<file path="src/hdl/rna_pkg.sv">
// ----------------------------------------------------------------------------
// Rational number ALU package
// Shared widths, codes and transaction types of the rational ALU.
// ----------------------------------------------------------------------------
package rna_pkg;

	// width of operand values
	localparam int VALUE_WIDTH = 32;
	// magnitude width of cross products
	localparam int DW = 2 * VALUE_WIDTH;

	typedef enum logic [2:0] {
		MODE_NORM = 3'd0,
		MODE_ADD  = 3'd1,
		MODE_SUB  = 3'd2,
		MODE_MUL  = 3'd3,
		MODE_DIV  = 3'd4,
		MODE_EQ   = 3'd5,
		MODE_LT   = 3'd6,
		MODE_NONE = 3'd7
	} mode_t;

	typedef enum logic [1:0] {
		ST_OK       = 2'd0,
		ST_ZERO_DEN = 2'd1,
		ST_DIV_ZERO = 2'd2,
		ST_OVERFLOW = 2'd3
	} status_t;

	typedef struct packed {
		logic [2:0]         mode;
		logic signed [31:0] a_num;
		logic signed [31:0] a_den;
		logic signed [31:0] b_num;
		logic [30:0]        b_den;
	} operand_t;

	typedef struct packed {
		logic signed [31:0] result_num;
		logic [30:0]        result_den;
		logic               compare_true;
		logic [1:0]         status;
	} result_t;

	// work handed from front to back
	typedef struct packed {
		logic          direct;   // res is final, no reduction
		result_t       res;
		logic          neg;      // sign of numerator
		logic [DW-1:0] mag;      // numerator magnitude
		logic [DW-1:0] den;      // positive denominator
	} job_t;

endpackage

</file>
<file path="src/hdl/rna_queue.sv">
// ----------------------------------------------------------------------------
// Rational ALU job queue
// Two-entry FIFO between the classify front and the reduce back.
// ----------------------------------------------------------------------------
module rna_queue (
	input  logic           clk,
	input  logic           arst_n,
	input  logic           push,
	input  rna_pkg::job_t  push_job,
	output logic           full,
	input  logic           pop,
	output logic           nonempty,
	output rna_pkg::job_t  pop_job
);

	rna_pkg::job_t mem_q [2];
	logic       wr_q;
	logic       rd_q;
	logic [1:0] cnt_q;

	assign full     = (cnt_q == 2'd2);
	assign nonempty = (cnt_q != 2'd0);
	assign pop_job  = mem_q[rd_q];

	// storage
	always_ff @(posedge clk) begin
		if (push && !full) begin
			mem_q[wr_q] <= push_job;
		end
	end

	// pointers and fill count
	always_ff @(posedge clk or negedge arst_n) begin
		if (!arst_n) begin
			wr_q  <= 1'b0;
			rd_q  <= 1'b0;
			cnt_q <= 2'd0;
		end else begin
			if (push && !full) wr_q <= ~wr_q;
			if (pop && nonempty) rd_q <= ~rd_q;
			cnt_q <= cnt_q + 2'((push && !full) ? 1 : 0) - 2'((pop && nonempty) ? 1 : 0);
		end
	end

endmodule

</file>
<file path="config.mk">
export PLATFORM = sky130hd
export DESIGN_NAME = rna_queue
export DESIGN_NICKNAME = d
export VERILOG_FILES = /design/src/hdl/rna_pkg.sv /design/src/hdl/rna_queue.sv
export SDC_FILE = /design/constraint.sdc
export NUM_CORES = 1
export LEC_CHECK = 0
export ABC_AREA = 1
export ABC_CLOCK_PERIOD_IN_PS = 21400
export BUFFER_PORTS_ARGS = -buffer_cell sky130_fd_sc_hd__buf_2
export CAP_MARGIN = 20
export CORE_UTILIZATION = 39
export CTS_CLUSTER_SIZE = 10
export DETAILED_ROUTE_END_ITERATION = 16
export PLACE_DENSITY = 0.62
export SLEW_MARGIN = 10
export SYNTH_ARGS = -nofsm -noshare
export SYNTH_HDL_FRONTEND = slang
export SYNTH_SLANG_ARGS = --single-unit
export TNS_END_PERCENT = 30
</file>
<file path="constraint.sdc">
create_clock -name clk -period 21.4 [get_ports clk]
set_input_delay 6.42 -clock clk [delete_from_list [all_inputs] [get_ports clk]]
set_output_delay 6.42 -clock clk [all_outputs]
set_load 0.02 [all_outputs]
</file>
After elaboration in Yosys (flattened, before gate mapping)
Memory sizes are Yosys's and may differ from the RTL's.
Index checks and enable logic that the tools add are counted.
{"block": "word_totals", "n_memories": 1, "latch_bits": 0, "rom_bits": 0, "register_bits": 4, "elab_cells": 17, "output_inout_bits": 198, "ram_bits": 392}
{"block": "classes", "n_lt_le_gt_ge": 0, "shifts": 0, "mul": 0, "n_mux": 4, "n_div": 0, "bitwise": 2, "n_reduce_logical": 4, "n_eq_ne": 1, "addsub": 2}
{"memory": "mem_q", "words": 2, "width": 196, "read_ports": 1, "rd_clocked_by_memory_dff": 0, "wr": 1, "line_no": "rna_queue.sv:16", "text": "rna_pkg::job_t mem_q [2];"}
{"op": "two-way mux 1 bit", "count": 4}
{"op": "adder 2 x 1 -> 2 bit", "count": 1}
{"op": "== test 2 bit, second input constant", "count": 1}
{"op": "logical AND 1 bit", "count": 2}
{"op": "inverter 1 bit", "count": 2}
{"op": "nonzero test 2 bit", "count": 1}
{"op": "subtractor 2 x 1 -> 2 bit", "count": 1}
{"op": "zero test 1 bit", "count": 1}

Depth between registers and ports, before layout
{"block": "logic_depth", "word_depth": 6, "depth_mapped": 10}

Least setup slack after synthesis
Ideal clock, no wire load.
{"block": "synth_timing", "path_type": "input to register", "startpoint": "input push", "endpoint": "memory mem_q[1][0] in the netlist's numbering (enable)", "path_buffers": 0, "t_arrival_ns": 14.630, "path_slack_ns": 6.016, "setup_ns": 0.755, "cell_stages": 2, "required_ns": 20.645, "path_cell_list": "nand2_1 > nor2_1"}
{"block": "synth_via", "elab_chain_len": 3}
{"element": "from (decl)", "line_no": "rna_queue.sv:8", "text": "input logic push,"}
{"element": "logical AND 1 bit", "line_no": "rna_queue.sv:27", "text": "if (push && !full) begin"}
{"element": "two-way mux 1 bit", "line_no": "rna_queue.sv:27"}
{"element": "two-way mux 1 bit (not written as such)", "line_no": "rna_queue.sv:28", "text": "mem_q[wr_q] <= push_job;"}
{"element": "to (decl)", "line_no": "rna_queue.sv:16"}
Every way passes these cells.

==> summary.md <==
| Metric | Value |
|---|---|
| Status | finished, final reports clean |
| Minimum clock period after layout | approximately 9900 ps |
| Root buffer cell | clkbuf_16 |
| TritonCTS clock tree | done |
| DRT Pass-1 Iters | 4 |
| DP HPWL | approximately 21 mm |
| CTS clk-pin slew, worst paths | 50 ps |
| Vias in the first global route | approximately 9000 |
| Cell accounting for the most synthesized area | edfxtp_1 |
| FP Rows | 70 |
| Die footprint | around 0.038 mm² |
| RSZ-0062 raised after global routing | false |
| Die Wd | 195 µm |
| Routed wire length | 33.2 mm |
| Largest net degree at the start of global routing | approximately 130 |
| Routed vias | ~9000 |
| Yosys warns | 0 |
| Power Dens Cells | about 150 mW/mm² |
| Number of H-tree levels | 2 |
| Share of cells above drive strength 1 | between 30% and 40% |
| Worst-Margin Slew | ~1100 ps |
| Vias per cell | about 4.6 |
| Sequential-to-total area share from yosys stat | 81.7% |
| Synth Area per Inst | between 10 and 15 µm² |
| Post-Route Skew | between 9 and 10 ps |
| Post-CTS setup buffer count | 0 |
| Non-filler instance count after layout | roughly 2000 |
| Max VDD drop | 104 µV |
| Fin Setup TNS | 0 ps |
| Critical Path Sink Type | output port |
| Fill cells | 3191 |
| Total CTS buffers | 46 |
| Longest Clk Path Bufs | 3 |
| WHS | 477 ps |
| Final Total Pwr | 2.73 mW |
| Ports | roughly 400 |
| Nets@finish | 1667 |
| Peak Freq | about 100 MHz |
| Final Hold Vio Count | 0 |
| Mapped cell area | between 0.01 and 0.015 mm² |
| Post-DR wirelength/cell | around 17 µm |
| Clock sink count | around 400 |
| Worst-path maximum fanout | 80 |
| Min-Delay Path Class | flop to flop |
| Setup ws final | about 11000 ps |
| Number of routed nets with antenna violations | 0 |
| Area growth from synthesis to layout | 25.1% |
| Die Height | approximately 200 µm |
| Critical path type | flop to output port |
| Max-slew headroom | 23.8% |
| CP arrival | 3500 ps |
| Initial antenna violation count | 7 |
| Placed cells | 1885 |
| Initial drt markers | 384 |
| Leak pwr | 7.80 nW |
| GRT Total Usage | approximately 17% |
| Initial Util | a little under 40% |
| Mapped Cells | about 1100 |
| Core area | ~0.037 mm² |
| Tcrit/Tclk final | 46.3% |
| Post-synth cell types | 11 |
| Slew Limit Fails | 0 |
| Synth Net Count | between 1000 and 1500 |
| GP Congestion | 0.776 |
| GRT overflow | 0 |
| Resize count post-CTS | 0 |
| Worst-skew pair later-pin latency | ~550 ps |
| Req. time, crit path | ~15000 ps |
| CP Launch Type | flop |
| Register bit total from synthesis | 396 |
| I/O Buffers | about 400 |
| Residual DRC count | 0 |
| Maxcap violations | 0 |
| Setup violations, final | 0 |
| Dominant cells by area after synthesis | edfxtp_1, nand2_1, buf_6 |
| Post-synth top area share | 81.0% |
| CTS Hold Bufs | 0 |
| Setup WS pre-CTS | approximately 12000 ps |
| First-pass GRT wire length | about 50 mm |
## power breakdown
| part | total, mW | leakage, nW | internal, mW | switching [mW] |
|---|---|---|---|---|
| Combinational | 0.923 | 3.47 | 0.241 | 0.682 |
| Sequential | 1.11 | 3.69 | 1.06 | 0.0512 |
| Clock | 0.695 | 0.636 | 0.419 | 0.276 |
| Total | 2.73 | 7.80 | 1.72 | 1.01 |
## sequential cells by signal (all words and copies together), names as in the netlist
signal,flops
wr_q,1
mem_q,392
cnt_q,2
rd_q,1
## cell usage in the layout, fill, tap and decap left out
| master | Yosys | routed |
|---|---|---|
| nand2_1 | 601 | 601 |
| inv_8 | 0 | 1 |
| nor2_4 | 0 | 1 |
| inv_1 | 9 | 8 |
| buf_2 | 25 | 397 |
| buf_4 | 3 | 7 |
| edfxtp_1 | 392 | 392 |
| bufinv_16 | 0 | 1 |
| ha_1 | 2 | 2 |
| inv_6 | 0 | 1 |
| dfrtp_1 | 4 | 3 |
| clkinv_1 | 0 | 3 |
| diode_2 | 0 | 2 |
| dfrtp_4 | 0 | 1 |
| clkbuf_16 | 0 | 49 |
| nand3_1 | 3 | 3 |
| clkbuf_1 | 0 | 11 |
## cells by family after synthesis
kind of cell	synth area share (%)
buffers and inverters	2.45
flip-flops	81.7
adder cells (fa/ha/maj)	0.172
AND/OR/NAND/NOR	15.7
## Yosys cell counts
cell and n:
buf_2 25, buf_4 3, buf_6 15, dfrtp_1 4, edfxtp_1 392, ha_1 2
inv_1 9, inv_4 1, nand2_1 601, nand3_1 3, nor2_1 1
## area by class of cell
cell class / instances / area, µm² / area share (%)
well taps: 468 / 586 / 3.22
clock inverters: 4 / 41.3 / 0.227
inverters: 10 / 50.0 / 0.275
repair buffers: 404 / 2040 / 11.2
multi-input cells: 607 / 2310 / 12.7
diodes: 2 / 5.00 / 0.0275
clock buffers: 60 / 1270 / 6.98
flip-flops and latches: 396 / 11900 / 65.4
## critical path: stages (launching register included)
cell and delay, ps:
dfrtp_4 810, buf_4 700, buf_4 790, nand2_1 160, nand2_1 120, buf_2 160
## per-layer routing
layer	track usage, %	wire length (µm)	vias to the layer above
met4	5.05	602	12
met5	0	82	-
met3	7.88	3810	56
li1	-	-	4371
met2	27.4	15200	379
met1	21.0	13500	4239
## through the flow
step	instance area, µm²	utilization, %
after floorplan	14500	-
after global placement	16900	46.0
after detailed placement	16900	46.0
after CTS	18200	49.6
after global routing	18200	49.6
final	18200	49.6
## path summary, 6_finish.rpt
path,from,end,slack (ps),cells after the start
hold / removal,wr_q$_DFFE_PN0N_,wr_q$_DFFE_PN0N_,480,2
setup reg to reg,cnt_q[1]$_DFF_PN0_,mem_q[1][102]$_DFFE_PP_,18280,5
hold reg to reg,wr_q$_DFFE_PN0N_,wr_q$_DFFE_PN0N_,480,2
min in group asynchronous,arst_n,cnt_q[0]$_DFF_PN0_,5690,1
max in group asynchronous,arst_n,rd_q$_DFFE_PN0P_,15550,1
setup / recovery,rd_q$_DFFE_PN0P_,pop_job[16],11480,5
Power figures use the tool's default switching activity.
