$ cat config.mk
export PLATFORM = sky130hd
export DESIGN_NAME = rna_back
export DESIGN_NICKNAME = d
export VERILOG_FILES = /design/src/hdl/rna_pkg.sv /design/src/hdl/rna_back.sv
export SDC_FILE = /design/constraint.sdc
export NUM_CORES = 2
export LEC_CHECK = 0
export BUFFER_PORTS_ARGS = -buffer_cell sky130_fd_sc_hd__buf_2
export CAP_MARGIN = 5
export CELL_PAD_IN_SITES_DETAIL_PLACEMENT = 1
export CELL_PAD_IN_SITES_GLOBAL_PLACEMENT = 2
export CORE_MARGIN = 5
export CORE_UTILIZATION = 39
export DETAILED_ROUTE_END_ITERATION = 16
export GPL_TIMING_DRIVEN = 1
export PLACE_DENSITY_LB_ADDON = 0.1
export RECOVER_POWER = 25
export SYNTH_ARGS = -nofsm -noshare
export SYNTH_HDL_FRONTEND = slang
export SYNTH_SLANG_ARGS = --single-unit
$ cat constraint.sdc
create_clock -name clk -period 8.35 [get_ports clk]
set_input_delay 0.4175 -clock clk [delete_from_list [all_inputs] [get_ports clk]]
set_output_delay 0.4175 -clock clk [all_outputs]
set_load 0.01 [all_outputs]
$ cat src/hdl/rna_pkg.sv
// ----------------------------------------------------------------------------
// Rational number ALU package
// Shared widths, codes and transaction types of the rational ALU.
// ----------------------------------------------------------------------------
package rna_pkg;

	// width of operand values
	localparam int VALUE_WIDTH = 32;
	// magnitude width of cross products
	localparam int DW = 2 * VALUE_WIDTH;

	typedef enum logic [2:0] {
		MODE_NORM = 3'd0,
		MODE_ADD  = 3'd1,
		MODE_SUB  = 3'd2,
		MODE_MUL  = 3'd3,
		MODE_DIV  = 3'd4,
		MODE_EQ   = 3'd5,
		MODE_LT   = 3'd6,
		MODE_NONE = 3'd7
	} mode_t;

	typedef enum logic [1:0] {
		ST_OK       = 2'd0,
		ST_ZERO_DEN = 2'd1,
		ST_DIV_ZERO = 2'd2,
		ST_OVERFLOW = 2'd3
	} status_t;

	typedef struct packed {
		logic [2:0]         mode;
		logic signed [31:0] a_num;
		logic signed [31:0] a_den;
		logic signed [31:0] b_num;
		logic [30:0]        b_den;
	} operand_t;

	typedef struct packed {
		logic signed [31:0] result_num;
		logic [30:0]        result_den;
		logic               compare_true;
		logic [1:0]         status;
	} result_t;

	// work handed from front to back
	typedef struct packed {
		logic          direct;   // res is final, no reduction
		result_t       res;
		logic          neg;      // sign of numerator
		logic [DW-1:0] mag;      // numerator magnitude
		logic [DW-1:0] den;      // positive denominator
	} job_t;

endpackage

$ cat src/hdl/rna_back.sv
// ----------------------------------------------------------------------------
// Rational ALU back
// Reduces a fraction by binary gcd, divides both parts by the gcd with two
// restoring dividers, checks range and holds the result transaction.
// ----------------------------------------------------------------------------
module rna_back (
	input  logic             clk,
	input  logic             arst_n,
	input  logic             nonempty,
	input  rna_pkg::job_t    pop_job,
	output logic             pop,
	output logic             result_valid,
	input  logic             result_stall,
	output rna_pkg::result_t result
);

	localparam int W  = rna_pkg::VALUE_WIDTH;
	localparam int DW = rna_pkg::DW;
	localparam int CW = $clog2(DW);
	localparam logic [DW-1:0] LIM = DW'(1) << (W - 1);
	// zero over one, status ok
	localparam rna_pkg::result_t ZERO_RES = '{result_num: '0, result_den: 31'd1,
		compare_true: 1'b0, status: rna_pkg::ST_OK};

	typedef enum logic [2:0] {B_IDLE, B_GCD, B_DIV, B_FIN, B_OUT} bstate_t;

	bstate_t          state_q;
	logic [DW-1:0]    u_q, v_q, g_q;
	logic [CW-1:0]    k_q, cnt_q;
	logic             neg_q;
	logic [DW-1:0]    qn_q, qd_q, rn_q, rd_q;
	rna_pkg::result_t res_q;

	assign pop          = (state_q == B_IDLE) && nonempty;
	assign result_valid = (state_q == B_OUT);
	assign result       = res_q;

	// one restoring division step for each part
	logic [DW:0]   tn, td;
	logic [DW-1:0] nrn, nrd, nqn, nqd;
	always_comb begin
		tn  = {rn_q, qn_q[DW-1]};
		td  = {rd_q, qd_q[DW-1]};
		nrn = tn[DW-1:0];
		nqn = {qn_q[DW-2:0], 1'b0};
		if (tn >= {1'b0, g_q}) begin
			nrn = DW'(tn - {1'b0, g_q});
			nqn[0] = 1'b1;
		end
		nrd = td[DW-1:0];
		nqd = {qd_q[DW-2:0], 1'b0};
		if (td >= {1'b0, g_q}) begin
			nrd = DW'(td - {1'b0, g_q});
			nqd[0] = 1'b1;
		end
	end

	// range check and sign restore
	logic [DW-1:0]    nv;
	rna_pkg::result_t fin_c;
	always_comb begin
		nv    = neg_q ? -qn_q : qn_q;
		fin_c = '0;
		if ((neg_q ? (qn_q > LIM) : (qn_q > LIM - DW'(1))) || qd_q > LIM - DW'(1)) begin
			fin_c.result_den = 31'd1;
			fin_c.status     = rna_pkg::ST_OVERFLOW;
		end else begin
			fin_c.result_num = 32'(signed'(nv[W-1:0]));
			fin_c.result_den = 31'(qd_q[W-2:0]);
			fin_c.status     = rna_pkg::ST_OK;
		end
	end

	// sequencer
	always_ff @(posedge clk or negedge arst_n) begin
		if (!arst_n) begin
			state_q <= B_IDLE;
		end else begin
			unique case (state_q)
				B_IDLE: begin
					if (nonempty) begin
						neg_q <= pop_job.neg;
						qn_q  <= pop_job.mag;
						qd_q  <= pop_job.den;
						u_q   <= pop_job.mag;
						v_q   <= pop_job.den;
						k_q   <= '0;
						if (pop_job.direct) begin
							res_q   <= pop_job.res;
							state_q <= B_OUT;
						end else if (pop_job.mag == '0) begin
							res_q   <= ZERO_RES;
							state_q <= B_OUT;
						end else begin
							state_q <= B_GCD;
						end
					end
				end
				B_GCD: begin
					priority if (u_q == '0 || v_q == '0) begin
						g_q     <= (u_q | v_q) << k_q;
						rn_q    <= '0;
						rd_q    <= '0;
						cnt_q   <= '0;
						state_q <= B_DIV;
					end else if (!u_q[0] && !v_q[0]) begin
						u_q <= u_q >> 1;
						v_q <= v_q >> 1;
						k_q <= k_q + CW'(1);
					end else if (!u_q[0]) begin
						u_q <= u_q >> 1;
					end else if (!v_q[0]) begin
						v_q <= v_q >> 1;
					end else if (u_q >= v_q) begin
						u_q <= (u_q - v_q) >> 1;
					end else begin
						v_q <= (v_q - u_q) >> 1;
					end
				end
				B_DIV: begin
					rn_q  <= nrn;
					rd_q  <= nrd;
					qn_q  <= nqn;
					qd_q  <= nqd;
					cnt_q <= cnt_q + CW'(1);
					if (cnt_q == CW'(DW - 1)) state_q <= B_FIN;
				end
				B_FIN: begin
					res_q   <= fin_c;
					state_q <= B_OUT;
				end
				B_OUT: begin
					if (!result_stall) state_q <= B_IDLE;
				end
				default: state_q <= B_IDLE;
			endcase
		end
	end

endmodule

* Word level (Yosys, flattened, before mapping)
Cells that the tools add are included.
Storage, ports and cells: bits of input ports 200, register bits after elaboration 530, output and inout port bits 68
Cells by class: multiplexer cells 45, reduce and logical (&&, ||, !) cells 25, $lt $le $gt $ge 6, add/subtract/negate cells 7, shift operators 1, eq/ne operators 16, bitwise operators 1
Operators with widths (number):
- 64-bit 2-to-1 mux | 15
- 64-bit case mux with 2 select lines | 6
- 64-bit subtractor | 4
- 66-bit 2-to-1 mux | 3
- 64-bit logical NOT | 3
- 66-bit case mux with 2 select lines | 1
- 65-bit by 64-bit >= comparator with 1-bit output | 2
- 64-bit by 31-bit greater-than comparator with 1-bit output (second input constant) | 2
- 64-bit >= comparator | 1
- 64-bit by 32-bit greater-than comparator with 1-bit output (second input constant) | 1
- 32-bit 2-to-1 mux | 2
- 64-bit OR | 1
- 64-bit by 6-bit left shift with 64-bit output | 1
- 32-bit negation | 1
- 31-bit 2-to-1 mux | 1
- 6-bit 2-to-1 mux | 4
- 6-bit case mux with 2 select lines | 2
- 3-bit 2-to-1 mux | 6
- 3-bit case mux with 5 select lines | 1
- 6-bit by 1-bit adder with 6-bit output (second input constant) | 2
- 2-bit != test (second input constant) | 6
- 4-bit != test (second input constant) | 3
- 3-bit AND reduction | 4
- 4-bit AND reduction | 3
- other kinds (15) | 26

* Depth between registers and ports, before layout
depth after elaboration 7, mapped depth 16, gate-level depth less buffers 14

* Worst setup path before layout
No wires, ideal clock.
kind flip-flop to flip-flop, start reg state_q[2], end reg qd_q[0] (enable), setup slack 1.109 ns, data required time 7.733 ns, arrival 6.624 ns, cell stages (with the launch flop) 8, setup time 0.617 ns, cells stage by stage dfrtp_1 -> clkbuf_1 -> nor2_1 -> and2_1 -> clkbuf_1 -> clkbuf_1 -> nor2_1 -> nor2_1
On the way: cells in the longest elaborated chain, start to end 3, elaborated cells between the ends (all ways) 5
Ends and longest elaborated chain:
- start: declaration | line rna_back.sv:27 | bstate_t state_q;
- start signal: assignment | line rna_back.sv:77 | state_q <= B_IDLE;
- start signal: assignment | line rna_back.sv:90 | state_q <= B_OUT;
- start signal: assignment | line rna_back.sv:93 | state_q <= B_OUT;
- 3-bit by 2-bit equality test with 1-bit output / 3-bit logical NOT (equally long branches) | line rna_back.sv:79 | unique case (state_q)
- 2-bit nonzero test (no line) / 2-bit != test (equally long branches)
- 3-bit AND reduction (no line) *
- end signal: assignment | line rna_back.sv:84 | qd_q <= pop_job.den;
- end signal: assignment | line rna_back.sv:124 | qd_q <= nqd;
- end: declaration | line rna_back.sv:31 | logic [DW-1:0] qn_q, qd_q, rn_q, rd_q;
Mark *: on every way between the ends. The rest lies on a longest branch, timed or not. A chain may end at the register's enable or synchronous reset.

* Worst setup path in the final report
start reg k_q[0], end reg g_q[62] (data pin)
On the way: cells in the longest elaborated chain, start to end 1
Ends and longest elaborated chain:
- start: declaration | line rna_back.sv:29 | logic [CW-1:0] k_q, cnt_q;
- start signal: assignment | line rna_back.sv:109 | k_q <= k_q + CW'(1);
- 64-bit by 6-bit left shift with 64-bit output | line rna_back.sv:101 | g_q <= (u_q | v_q) << k_q;
- end signal: assignment | line rna_back.sv:101
- end: declaration | line rna_back.sv:28 | logic [DW-1:0] u_q, v_q, g_q;
No other way between the ends.

==> impl_metrics.json <==
{
  "slew_headroom_pct": -177,
  "finalCriticalPeriod_ns": 6.36,
  "status": "finished with violations",
  "power_density_nw_per_um2": 299,
  "grtUsageTotal_pct": 28.6,
  "worstMarginPinSlew_ns": 4.15,
  "end_kind": "register",
  "failed_checks": "capacitance limit, slew limit",
  "ir_worst_vdd_mv": 0.151,
  "fp.dieW_um": 346,
  "grt_max_degree": 143,
  "hold_violations": 0,
  "ant_nets": 0,
  "ys_ff_latch": 530,
  "grt_overflow": 0,
  "fin_ws_ns": 1.99,
  "leakage_nw": 19.8,
  "fin_crit_sh_pct": 76.2,
  "synth_cell_types": 91,
  "grt_pass1_wl_mm": 265,
  "yosysWarnings": 0,
  "drt_iter0_markers": 2959,
  "grt_setup_unrepaired": "false",
  "clkSinkCount": 530,
  "ys_seq_area_share_pct": 36.0,
  "cp.required_ns": 8.67,
  "route.vias.total": 39300,
  "io_buffers": 267,
  "maxCapViolCount": 8,
  "cts_root_buf": "clkbuf_16",
  "fill_cells": 13200,
  "worstPathArrival_ns": 6.68,
  "hold_class": "primary input to register",
  "gp_congestion": 0.969,
  "synth_edf_count": 527,
  "netlist_instances": 4968,
  "layout-drive-gt1-share_pct": 9.82,
  "core_um2": 112000,
  "clock_path_buffers": 3,
  "routed_wirelength_mm": 179,
  "drc_errors": 0,
  "synth_nets": 5496,
  "antenna_found_initial": 11,
  "htree_levels": 3,
  "worstHoldPathCells": 3,
  "avgSynthCellArea_um2": 8.88,
  "vias_per_cell": 5.93,
  "cts_buffers": 71,
  "start_util_pct": 39.2,
  "clk_pin_slew_worst_paths_ns": 0.06,
  "dp_hpwl_mm": 140,
  "place_worst_setup_slack_ns": 2.82,
  "routedWlPerCell_um": 27.0,
  "cp-start-kind": "register",
  "synth_ff_type": "edfxtp_1",
  "path_class": "register to register",
  "grt_pass1_vias": 40200,
  "cts-resized-gates": 0,
  "crit_fanout": 64,
  "fin_nets": 5600,
  "ioPinCount": 268,
  "dr.pass1.iters": 5,
  "die_h_um": 346,
  "fp.dieArea_um2": 120000,
  "clock.fmax_ghz": 0.157,
  "clock_latency_ns": 0.66,
  "finalSetupViolations": 0,
  "skew_ns": 0.0470,
  "tns_ns": 0,
  "maxSlewViolCount": 598,
  "rr_worst_depth": 9,
  "cts_tree": "done",
  "rows": 123,
  "hold-worst-slack_ns": 0.0418,
  "synth.cell_area_um2": 44100,
  "async_reset_ff_share_pct": 0.566,
  "syn_to_final_growth_pct": 10.7
}
[repair_timing]
item                                   4_1_cts  5_1_grt
buffers inserted                             0        0
endpoints found under the hold margin        5        0
hold buffers                                 3        0
[path summary, 6_finish.rpt]
path | start | slack (ns) | endpoint
worst max register to register | k_q[0] | 1.99 | g_q[62]
min in group asynchronous | arst_n | 0.21 | state_q[1]
worst min register to register | qd_q[49] | 0.54 | qd_q[50]
max in group asynchronous | arst_n | 7.89 | state_q[2]
worst max-delay path | k_q[0] | 1.99 | g_q[62]
worst min-delay path | pop_job[129] | 0.04 | result[0]
[layer usage]
metal  share of wire (%)  vias up  GRT usage (%)
met3                 4.0      238           3.20
met1                  44    19800           38.0
li1                    -    18300              -
met5               0.019        -              0
met2                  48      956           49.1
met4                 3.6        6           9.01
[layout make-up]
type / count / area [µm²] / share of cell area [%]
Antenna cell: 6 / 15.0 / 0.0308
Clock buffer: 84 / 1870 / 3.83
Clock inverter: 40 / 358 / 0.733
Inverter: 312 / 1170 / 2.40
Multi-Input combinational cell: 3836 / 26000 / 53.2
Sequential cell: 530 / 15900 / 32.6
Tap cell: 1500 / 1880 / 3.84
Timing Repair Buffer: 321 / 1650 / 3.38
[critical path: stages, from the launching register on]
cell and delay, ns:
edfxtp_1 0.69, clkbuf_1 2.95, mux2i_1 0.54, nand2_1 0.20
o21ai_0 0.17, mux2i_1 0.55, a21oi_1 0.29, mux2_2 0.34
nor2_1 0.12, a21oi_1 0.11
[logic make-up after synthesis]
group	count (synthesis)	synth area share, %
and+or+nand+nor	1625	16.7
muxes	264	7.60
DFF	530	36.0
xor gates and xnor gates	272	5.40
AOI/OAI and AO/OA	1347	19.6
adders and majority gates	328	9.37
buffers and inverters	602	5.31
[cells in the mapped netlist (all sizes together) (80+ instances only)]
cell | count | area, µm²
nand4 | 80 | 515
o21ai | 294 | 1480
a21oi | 406 | 2040
nor3 | 84 | 420
nor4 | 106 | 663
xnor2 | 222 | 1940
mux2i | 165 | 1650
a21o | 82 | 616
nand2 | 662 | 2490
nor2 | 431 | 1630
edfxtp | 527 | 15800
ha | 324 | 4050
inv | 306 | 1150
clkbuf | 237 | 890
o21bai | 88 | 661
[registers in the layout, summed over array words and instances, names as in the netlist]
signal   flops
cnt_q        6
k_q          6
neg_q        1
g_q         64
state_q      3
qn_q        64
qd_q        64
v_q         64
rd_q        64
u_q         64
result      66
rn_q        64
[cell usage in the layout, fill, tap and decap left out, types with 73 or more instances in the layout]
| cell type | Yosys | routed |
|---|---|---|
| a21o_1 | 82 | 82 |
| a21oi_1 | 405 | 404 |
| buf_2 | 17 | 198 |
| clkbuf_1 | 237 | 85 |
| clkbuf_16 | 0 | 73 |
| edfxtp_1 | 527 | 527 |
| ha_1 | 324 | 324 |
| inv_1 | 305 | 305 |
| mux2i_1 | 165 | 165 |
| nand2_1 | 660 | 660 |
| nand4_1 | 79 | 79 |
| nor2_1 | 430 | 426 |
| nor3_1 | 84 | 83 |
| nor4_1 | 106 | 105 |
| o21ai_0 | 290 | 290 |
| o21bai_1 | 88 | 88 |
| xnor2_1 | 222 | 222 |
[report_power, final]
part	switching (mW)	internal (mW)	leakage, nW
sequential	0.418	3.74	4.93
combinational	4.89	2.50	13.8
clock	1.28	1.75	1.08
total	6.59	7.99	19.8
[per-stage QoR]
stage / utilization (%) / cells / area [µm²] / power [mW]
after CTS: 43.5 / 6623 / 48900 / 14.5
after floorplan: - / 4968 / 44100 / 8.97
final: 43.4 / 6629 / 48800 / 14.6
after global placement: 41.5 / 6496 / 46700 / 11.4
after detailed placement: 41.5 / 6496 / 46700 / 11.4
after global routing: 43.4 / 6625 / 48800 / 15.3
(Power assumes the default switching activity.)
