<file path="src/hdl/rna_pkg.sv">
// ----------------------------------------------------------------------------
// Rational number ALU package
// Shared widths, codes and transaction types of the rational ALU.
// ----------------------------------------------------------------------------
package rna_pkg;

	// width of operand values
	localparam int VALUE_WIDTH = 32;
	// magnitude width of cross products
	localparam int DW = 2 * VALUE_WIDTH;

	typedef enum logic [2:0] {
		MODE_NORM = 3'd0,
		MODE_ADD  = 3'd1,
		MODE_SUB  = 3'd2,
		MODE_MUL  = 3'd3,
		MODE_DIV  = 3'd4,
		MODE_EQ   = 3'd5,
		MODE_LT   = 3'd6,
		MODE_NONE = 3'd7
	} mode_t;

	typedef enum logic [1:0] {
		ST_OK       = 2'd0,
		ST_ZERO_DEN = 2'd1,
		ST_DIV_ZERO = 2'd2,
		ST_OVERFLOW = 2'd3
	} status_t;

	typedef struct packed {
		logic [2:0]         mode;
		logic signed [31:0] a_num;
		logic signed [31:0] a_den;
		logic signed [31:0] b_num;
		logic [30:0]        b_den;
	} operand_t;

	typedef struct packed {
		logic signed [31:0] result_num;
		logic [30:0]        result_den;
		logic               compare_true;
		logic [1:0]         status;
	} result_t;

	// work handed from front to back
	typedef struct packed {
		logic          direct;   // res is final, no reduction
		result_t       res;
		logic          neg;      // sign of numerator
		logic [DW-1:0] mag;      // numerator magnitude
		logic [DW-1:0] den;      // positive denominator
	} job_t;

endpackage

</file>
<file path="src/hdl/rna_front.sv">
// ----------------------------------------------------------------------------
// Rational ALU front
// Accepts a transaction, flags special cases, forms cross products on one
// shared multiplier and hands an unreduced fraction or a final result to the queue.
// ----------------------------------------------------------------------------
module rna_front (
	input  logic              clk,
	input  logic              arst_n,
	input  logic              operand_valid,
	output logic              operand_stall,
	input  rna_pkg::operand_t operand,
	output logic              push,
	output rna_pkg::job_t     push_job,
	input  logic              full
);

	localparam int W  = rna_pkg::VALUE_WIDTH;
	localparam int OW = W + 1;
	localparam int PW = 2 * OW;
	localparam int DW = rna_pkg::DW;

	typedef enum logic [2:0] {F_IDLE, F_M1, F_M2, F_M3, F_FORM, F_PUSH} fstate_t;

	fstate_t             state_q;
	logic signed [OW-1:0] an_q, ad_q, bn_q, bd_q;
	logic [2:0]           mode_q;
	logic signed [PW-1:0] p1_q, p2_q, p3_q;
	rna_pkg::job_t        job_q;

	// operand sign fix and classification
	logic signed [OW-1:0] an_c, ad_c, bn_c, bd_c;
	logic                 direct_c;
	logic [1:0]           dstat_c;
	rna_pkg::job_t        djob_c;
	always_comb begin
		an_c = OW'(signed'(operand.a_num[W-1:0]));
		ad_c = OW'(signed'(operand.a_den[W-1:0]));
		bn_c = OW'(signed'(operand.b_num[W-1:0]));
		bd_c = signed'(OW'(operand.b_den[W-2:0]));
		if (ad_c < 0) begin
			an_c = -an_c;
			ad_c = -ad_c;
		end
		direct_c = 1'b1;
		dstat_c  = rna_pkg::ST_OK;
		if (operand.mode == rna_pkg::MODE_NONE) begin
			dstat_c = rna_pkg::ST_OK;
		end else if (ad_c == 0 || (operand.mode != rna_pkg::MODE_NORM && bd_c == 0)) begin
			dstat_c = rna_pkg::ST_ZERO_DEN;
		end else if (operand.mode == rna_pkg::MODE_DIV && bn_c == 0) begin
			dstat_c = rna_pkg::ST_DIV_ZERO;
		end else begin
			direct_c = 1'b0;
		end
		// final 0/1 job for special cases
		djob_c                = '0;
		djob_c.direct         = 1'b1;
		djob_c.res.result_den = 31'd1;
		djob_c.res.status     = dstat_c;
	end

	// shared multiplier
	logic signed [OW-1:0] mx, my;
	logic signed [PW-1:0] prod;
	always_comb begin
		mx = an_q;
		my = bd_q;
		unique case (state_q)
			F_M1: begin
				mx = an_q;
				my = (mode_q == rna_pkg::MODE_MUL) ? bn_q : bd_q;
			end
			F_M2: begin
				mx = bn_q;
				my = ad_q;
			end
			F_M3: begin
				mx = ad_q;
				my = (mode_q == rna_pkg::MODE_DIV) ? bn_q : bd_q;
			end
			default: begin
				mx = an_q;
				my = bd_q;
			end
		endcase
		prod = mx * my;
	end

	// numerator and denominator assembly
	logic signed [PW-1:0] num_c, den_c, diff_c;
	rna_pkg::job_t        job_c;
	always_comb begin
		diff_c = p1_q - p2_q;
		num_c  = p1_q;
		den_c  = p3_q;
		unique case (mode_q)
			rna_pkg::MODE_NORM: begin
				num_c = PW'(an_q);
				den_c = PW'(ad_q);
			end
			rna_pkg::MODE_ADD: num_c = p1_q + p2_q;
			rna_pkg::MODE_SUB: num_c = diff_c;
			rna_pkg::MODE_DIV: begin
				if (p3_q < 0) begin
					num_c = -p1_q;
					den_c = -p3_q;
				end
			end
			default: num_c = p1_q;
		endcase
		job_c                  = '0;
		job_c.res.result_den   = 31'd1;
		job_c.res.status       = rna_pkg::ST_OK;
		job_c.neg              = num_c < 0;
		job_c.mag              = DW'((num_c < 0) ? -num_c : num_c);
		job_c.den              = DW'(den_c);
		if (mode_q == rna_pkg::MODE_EQ || mode_q == rna_pkg::MODE_LT) begin
			job_c.direct = 1'b1;
			job_c.res.compare_true = (mode_q == rna_pkg::MODE_EQ) ? (diff_c == 0) : (diff_c < 0);
		end
	end

	assign operand_stall = (state_q != F_IDLE);
	assign push          = (state_q == F_PUSH);
	assign push_job      = job_q;

	// sequencer
	always_ff @(posedge clk or negedge arst_n) begin
		if (!arst_n) begin
			state_q <= F_IDLE;
		end else begin
			unique case (state_q)
				F_IDLE: begin
					if (operand_valid) begin
						an_q   <= an_c;
						ad_q   <= ad_c;
						bn_q   <= bn_c;
						bd_q   <= bd_c;
						mode_q <= operand.mode;
						job_q  <= djob_c;
						if (direct_c) begin
							state_q <= F_PUSH;
						end else if (operand.mode == rna_pkg::MODE_NORM) begin
							state_q <= F_FORM;
						end else begin
							state_q <= F_M1;
						end
					end
				end
				F_M1: begin
					p1_q    <= prod;
					state_q <= F_M2;
				end
				F_M2: begin
					p2_q    <= prod;
					state_q <= F_M3;
				end
				F_M3: begin
					p3_q    <= prod;
					state_q <= F_FORM;
				end
				F_FORM: begin
					job_q   <= job_c;
					state_q <= F_PUSH;
				end
				F_PUSH: begin
					if (!full) state_q <= F_IDLE;
				end
				default: state_q <= F_IDLE;
			endcase
		end
	end

endmodule

</file>
<file path="config.mk">
export PLATFORM = sky130hd
export DESIGN_NAME = rna_front
export DESIGN_NICKNAME = d
export VERILOG_FILES = /design/src/hdl/rna_pkg.sv /design/src/hdl/rna_front.sv
export SDC_FILE = /design/constraint.sdc
export NUM_CORES = 2
export LEC_CHECK = 0
export BUFFER_PORTS_ARGS = -buffer_cell sky130_fd_sc_hd__buf_2
export CELL_PAD_IN_SITES_DETAIL_PLACEMENT = 2
export CELL_PAD_IN_SITES_GLOBAL_PLACEMENT = 2
export CORE_MARGIN = 2
export CORE_UTILIZATION = 44
export DETAILED_ROUTE_END_ITERATION = 6
export GPL_ROUTABILITY_DRIVEN = 0
export PLACE_DENSITY_LB_ADDON = 0.1
export REMOVE_ABC_BUFFERS = 1
export SLEW_MARGIN = 5
export SYNTH_ARGS = -nofsm -noshare
export SYNTH_HDL_FRONTEND = slang
export SYNTH_SLANG_ARGS = --single-unit
</file>
<file path="constraint.sdc">
create_clock -name clk -period 21.2 [get_ports clk]
set_input_delay 1.06 -clock clk [delete_from_list [all_inputs] [get_ports clk]]
set_output_delay 1.06 -clock clk [all_outputs]
set_load 0.02 [all_outputs]
</file>
Word-level counts from Yosys, hierarchy flattened
Index checks and enable logic that the tools add are counted.
Widths: inputs -> output; s select.
{"block": "totals", "wordCells": 91, "rom_bits": 0, "memories": 0, "output_inout_bits": 198, "ram_bits": 0, "ff_bits": 529, "latchBits": 0}
{"block": "op_classes", "shifts": 0, "mul": 1, "n_lt_le_gt_ge": 4, "div_mod_pow": 0, "n_bitwise": 0, "reduce_logical": 20, "n_mux": 27, "eq_ne": 15, "addsub": 7}
{"cell": "$pmux 196 s2", "count": 1}
{"cell": "$pmux 66 s4", "count": 1}
{"cell": "$lt 66x1->1 const B", "count": 3}
{"cell": "$mux 196", "count": 1}
{"cell": "$mux 33", "count": 4}
{"cell": "$mux 64", "count": 2}
{"cell": "$neg 64->64", "count": 2}
{"cell": "$pmux 64 s2", "count": 1}
{"cell": "$pmux 33 s3", "count": 1}
{"cell": "$add 66x66->66", "count": 1}
{"cell": "$logic_not 33->1", "count": 2}
{"cell": "$logic_not 66->1", "count": 1}
{"cell": "$mul 33x33->66", "count": 1}
{"cell": "$mux 66", "count": 1}
{"cell": "$neg 32->33", "count": 2}
{"cell": "$neg 66->66", "count": 1}
{"cell": "$pmux 33 s2", "count": 1}
{"cell": "$sub 66x66->66", "count": 1}
{"cell": "$lt 32x1->1 const B", "count": 1}
{"cell": "$logic_not 31->1", "count": 1}
{"cell": "$eq 3x3->1 const B", "count": 7}
{"cell": "$pmux 3 s6", "count": 1}
{"cell": "$eq 3x2->1 const B", "count": 4}
{"cell": "$mux 3", "count": 4}
{"cell": "other kinds (11)", "count": 29}

Longest topological paths before layout
{"block": "logic_depth", "ltp_word": 9, "mapped_depth": 42, "depth_no_buf": 36}

Worst setup path after synthesis
Ideal clock, no wire load.
{"block": "synth_timing", "path_kind": "register to register", "startpoint": "register mode_q[1]", "endpoint": "register p1_q[65], data pin", "period_less_slack_ns": 10.575, "path_stages_with_launch": 37, "t_arrival_ns": 10.306, "required_ns": 20.931, "setup_time_ns": 0.269, "path_slack_ns": 10.625, "path_cell_list": "edfxtp_1 clkbuf_1 nor3b_1 clkbuf_1 clkbuf_1 clkbuf_1 a21oi_1 nor3b_1 clkbuf_1 a22oi_1 nand2_1 clkbuf_1 nand2_1 inv_1 fa_1 inv_1 fa_1 inv_1 fa_1 fa_1 fa_1 fa_1 fa_1 inv_1 fa_1 inv_1 ha_1 and3_1 nand3_1 a2111oi_0 nor4b_1 o31ai_1 o41ai_1 o21bai_1 a21o_1 a21oi_1 xnor2_1"}
{"block": "synth_via", "elab_chain_cells": 4, "word_cells_on_any_way": 6, "classes_between": "mul (1); eq/ne (2); mux (3)"}
{"element": "start, declared", "line": "rna_front.sv:26", "source": "logic [2:0] mode_q;"}
{"element": "start signal, assigned", "line": "rna_front.sv:139", "source": "mode_q <= operand.mode;"}
{"element": "$eq 3x3->1 or $eq 3x2->1 (tied branches)", "line": "rna_front.sv:79, rna_front.sv:71"}
{"element": "$mux 33 (on tied branches)", "line": "rna_front.sv:79, rna_front.sv:71"}
{"element": "$pmux 33 s3 *", "line": "rna_front.sv:68", "source": "unique case (state_q)"}
{"element": "$mul 33x33->66 *", "line": "rna_front.sv:86", "source": "prod = mx * my;"}
{"element": "via prod[65]", "line": "rna_front.sv:64", "source": "logic signed [PW-1:0] prod;"}
{"element": "end signal, assigned", "line": "rna_front.sv:151", "source": "p1_q <= prod;"}
{"element": "end, declared", "line": "rna_front.sv:27", "source": "logic signed [PW-1:0] p1_q, p2_q, p3_q;"}
Mark *: on every way through the listed nets, which the timed path passes. The rest lies on a longest branch.
A chain may end at the register's enable or synchronous reset.

Worst setup path in the final report
Same ends and word-level chain as after synthesis.

==> impl_metrics.py <==
metrics = {
    "yosys": {
        "seq_area_frac_synth": 0.190,
        "synth_edf_count": 462,
        "synth_compound_area_frac": 0.136,
        "synth_fa_ha_area_frac": 0.372,
        "syn_inst": 8264,
        "synth.distinct_cells": 96,
        "yosys-top-cells-area": "fa_1 31%, edfxtp_1 19%, inv_1 6.8%, ha_1 6.0%, nand2_1 4.8%",
        "synth_xor_area_frac": 0.0281,
        "yosysTopAreaCell": "fa_1",
        "muxShareOfSynthArea": 0.0138,
        "synth_top_family_by_area": "adder cells",
        "synthArstFlopShare": 0.00645,
        "yosys.area_share.simple": 0.164,
        "yosys_warnings": 0,
        "synth_area_per_cell_um2": 8.89,
        "synth_seq_cells": 465,
        "synth_top_area_share": 0.312,
        "ys.flop_type": "edfxtp_1",
        "syn_area_um2": 73500,
    },
    "die": {
        "coreArea_um2": 165000,
        "num_rows": 149,
        "die-area_um2": 170000,
        "io-pin-count": 332,
        "die_h_um": 413,
        "die_w_um": 413,
        "start_util": 0.444,
    },
    "setup_path": {
        "crit_fanout": 33,
        "crit_path_start": "mode_q[1]$_DFFE_PP_",
        "r2r_start": "mode_q[1]$_DFFE_PP_",
        "startpoint_type": "flop",
        "cp.required_ps": 21630,
        "cp-end-kind": "flop",
        "critical_path_arrival_ps": 13360,
        "cpPeakStageDelay_ps": 850,
        "crit_top_cell": "fa_1",
        "worst_r2r_path_depth": 37,
        "path_class": "flop to flop",
        "cp_slowest_cell": "edfxtp_1",
    },
    "sta": {
        "finalSetupViolations": 0,
        "slew-limit-headroom": 0.0393,
        "period_needed_ps": 12930,
        "grt_setup_unrepaired": "no",
        "slew_viol_final": 0,
        "fin_tns_setup_ps": 0,
        "worst_slew_pin_slew_ps": 1420,
        "max_freq_mhz": 77.3,
        "hold_viol_final": 0,
        "period_share": 0.610,
        "clock_skew_ps": 72.2,
    },
    "global_routing": {
        "antenna_found_initial": 21,
        "use_met3": 0.112,
        "grt.total_usage": 0.438,
        "grt_pass1_vias": 77100,
        "met2_usage": 0.694,
        "groute.layer.met1.usage": 0.523,
        "grt.busiest_layer": "met2",
        "grt_max_degree": 105,
        "grt_overflow": 0,
        "grt_pass1_wl_mm": 541,
    },
    "drt": {
        "wire_per_inst_um": 35.4,
        "viasPerCell": 6.54,
        "drt-initial-drc-count": 7834,
        "drc": 0,
        "vias": 69100,
        "antenna_left": 0,
        "routed_wl_mm": 374,
        "drt-pass1-iter-count": 7,
    },
    "placed_design": {
        "port_buffers": 268,
        "placed_cell_area_um2": 77300,
        "dp_hpwl_mm": 289,
    },
    "layout": {
        "final_net_count": 9962,
        "final_common_cell": "inv_1",
        "final_cell_mix": "1,322 x inv_1, 1,146 x fa_1, 923 x nand2_1",
        "syn_to_final_growth_pct": 7.84,
        "drive_gt1_frac": 0.0810,
        "fin_area_um2": 79300,
    },
    "clocking": {
        "numCtsBuffers": 53,
        "clk-insertion-delay-late_ps": 720,
        "path_clk_slew_ps": 70,
        "cts_tree": "yes",
        "cts_sinks": 465,
        "post_cts_buffers": 0,
        "cts_root_buf": "clkbuf_16",
        "ctsHoldBuffers": 0,
        "ctsResizeCount": 0,
        "cts_buffer_depth": 3,
        "h-tree-depth": 2,
    },
    "hold_path": {
        "min_path_type": "input port to asynchronous set/reset pin",
    },
    "flow_run": {
        "maxCapViolations": 0,
    },
    "status": {
        "status": "complete, no violations",
    },
}
-- worst paths after layout --
path	to	slack, ps
max in group asynchronous	state_q[0]$_DFFE_PN0P_	20730
max	p1_q[65]$_DFFE_PP_	8270
min in group clk	bn_q[18]$_DFFE_PP_	540
max reg2reg	p1_q[65]$_DFFE_PP_	8270
min	state_q[1]$_DFFE_PN0P_	230
min reg2reg	push_job[63]$_SDFFCE_PN0P_	760
-- state kept, by name, indices dropped and copies added, names as in the netlist, 31 cells and up --
name	cells
an_q	33
bn_q	32
bd_q	31
push_job	133
p2_q	66
p1_q	66
p3_q	65
ad_q	33
-- cell type report --
| class | count | area (µm²) |
|---|---|---|
| Clock buffer | 57 | 1340 |
| Timing Repair Buffer | 439 | 2630 |
| Antenna cell | 7 | 17.5 |
| Inverter | 1327 | 4980 |
| Clock inverter | 43 | 624 |
| Multi-Input combinational cell | 6043 | 53000 |
| Sequential cell | 465 | 13900 |
| Fill cell | 17900 | 86100 |
| Tap cell | 2189 | 2740 |
-- per-stage QoR --
stage	setup WS [ps]	instances	utilization	hold slack, ps
2_1_floorplan	6570	7835	-	596
3_3_place_gp	8980	10500	0.467	712
3_5_place_dp	8940	10500	0.467	739
4_1_cts	8720	10600	0.479	209
5_1_grt	8000	10600	0.479	215
6_report	8270	10600	0.479	227
-- worst max-delay path: cells and delay by family, from the launching register on --
kind,cells,cell delay [ps]
simple gates,5,1760
buf+inv,9,1430
xor+xnor,1,240
fa+ha+maj,9,4740
compound gates,13,3540
flops,1,850
-- routing by layer --
layer	vias to the layer above	wire length, µm
met5	-	166
met4	22	31200
met3	1453	39900
met2	4311	169000
met1	36000	134000
li1	27400	-
-- synthesized netlist by cell type, types with 15 or more instances --
cell type  instances
o22ai_1           25
nor4b_1           17
o31ai_1          104
a2111oi_0         25
nor4_1            93
nor2b_1           50
nand4_1           70
o32ai_1           18
buf_4             64
o21a_1            62
a21boi_0          15
a21oi_1          362
o21bai_1          33
mux2i_1           90
and2_1            61
a221oi_1          48
nand2b_1          52
o41ai_1           30
xor2_1            54
o21ai_1           19
edfxtp_1         462
a211oi_1          44
o211ai_1          33
or3_1             68
or2_2             42
o221ai_1          16
and3_1            42
inv_1           1322
or4_1             34
clkbuf_1         362
a22oi_1           60
nand2_1          932
a31oi_1           51
fa_1            1147
nor2_1           840
buf_1             53
o21ai_0          304
nor3_1           165
nand3_1          115
ha_1             352
xnor2_1          182
a21o_1            91
-- kinds of logic (layout without fill, tap and decap cells) --
logic type,after synthesis,count (layout)
AOI/OAI and AO/OA,1498,1498
muxes,100,100
DFF,465,465
adders and majority gates,1499,1499
xor gates and xnor gates,236,236
buffers and inverters,1818,1866
other,2,71
and+or+nand+nor,2646,2646
Power is not shown: default switching activity piles up to over one toggle a cycle in this logic, so the estimate is an artifact.
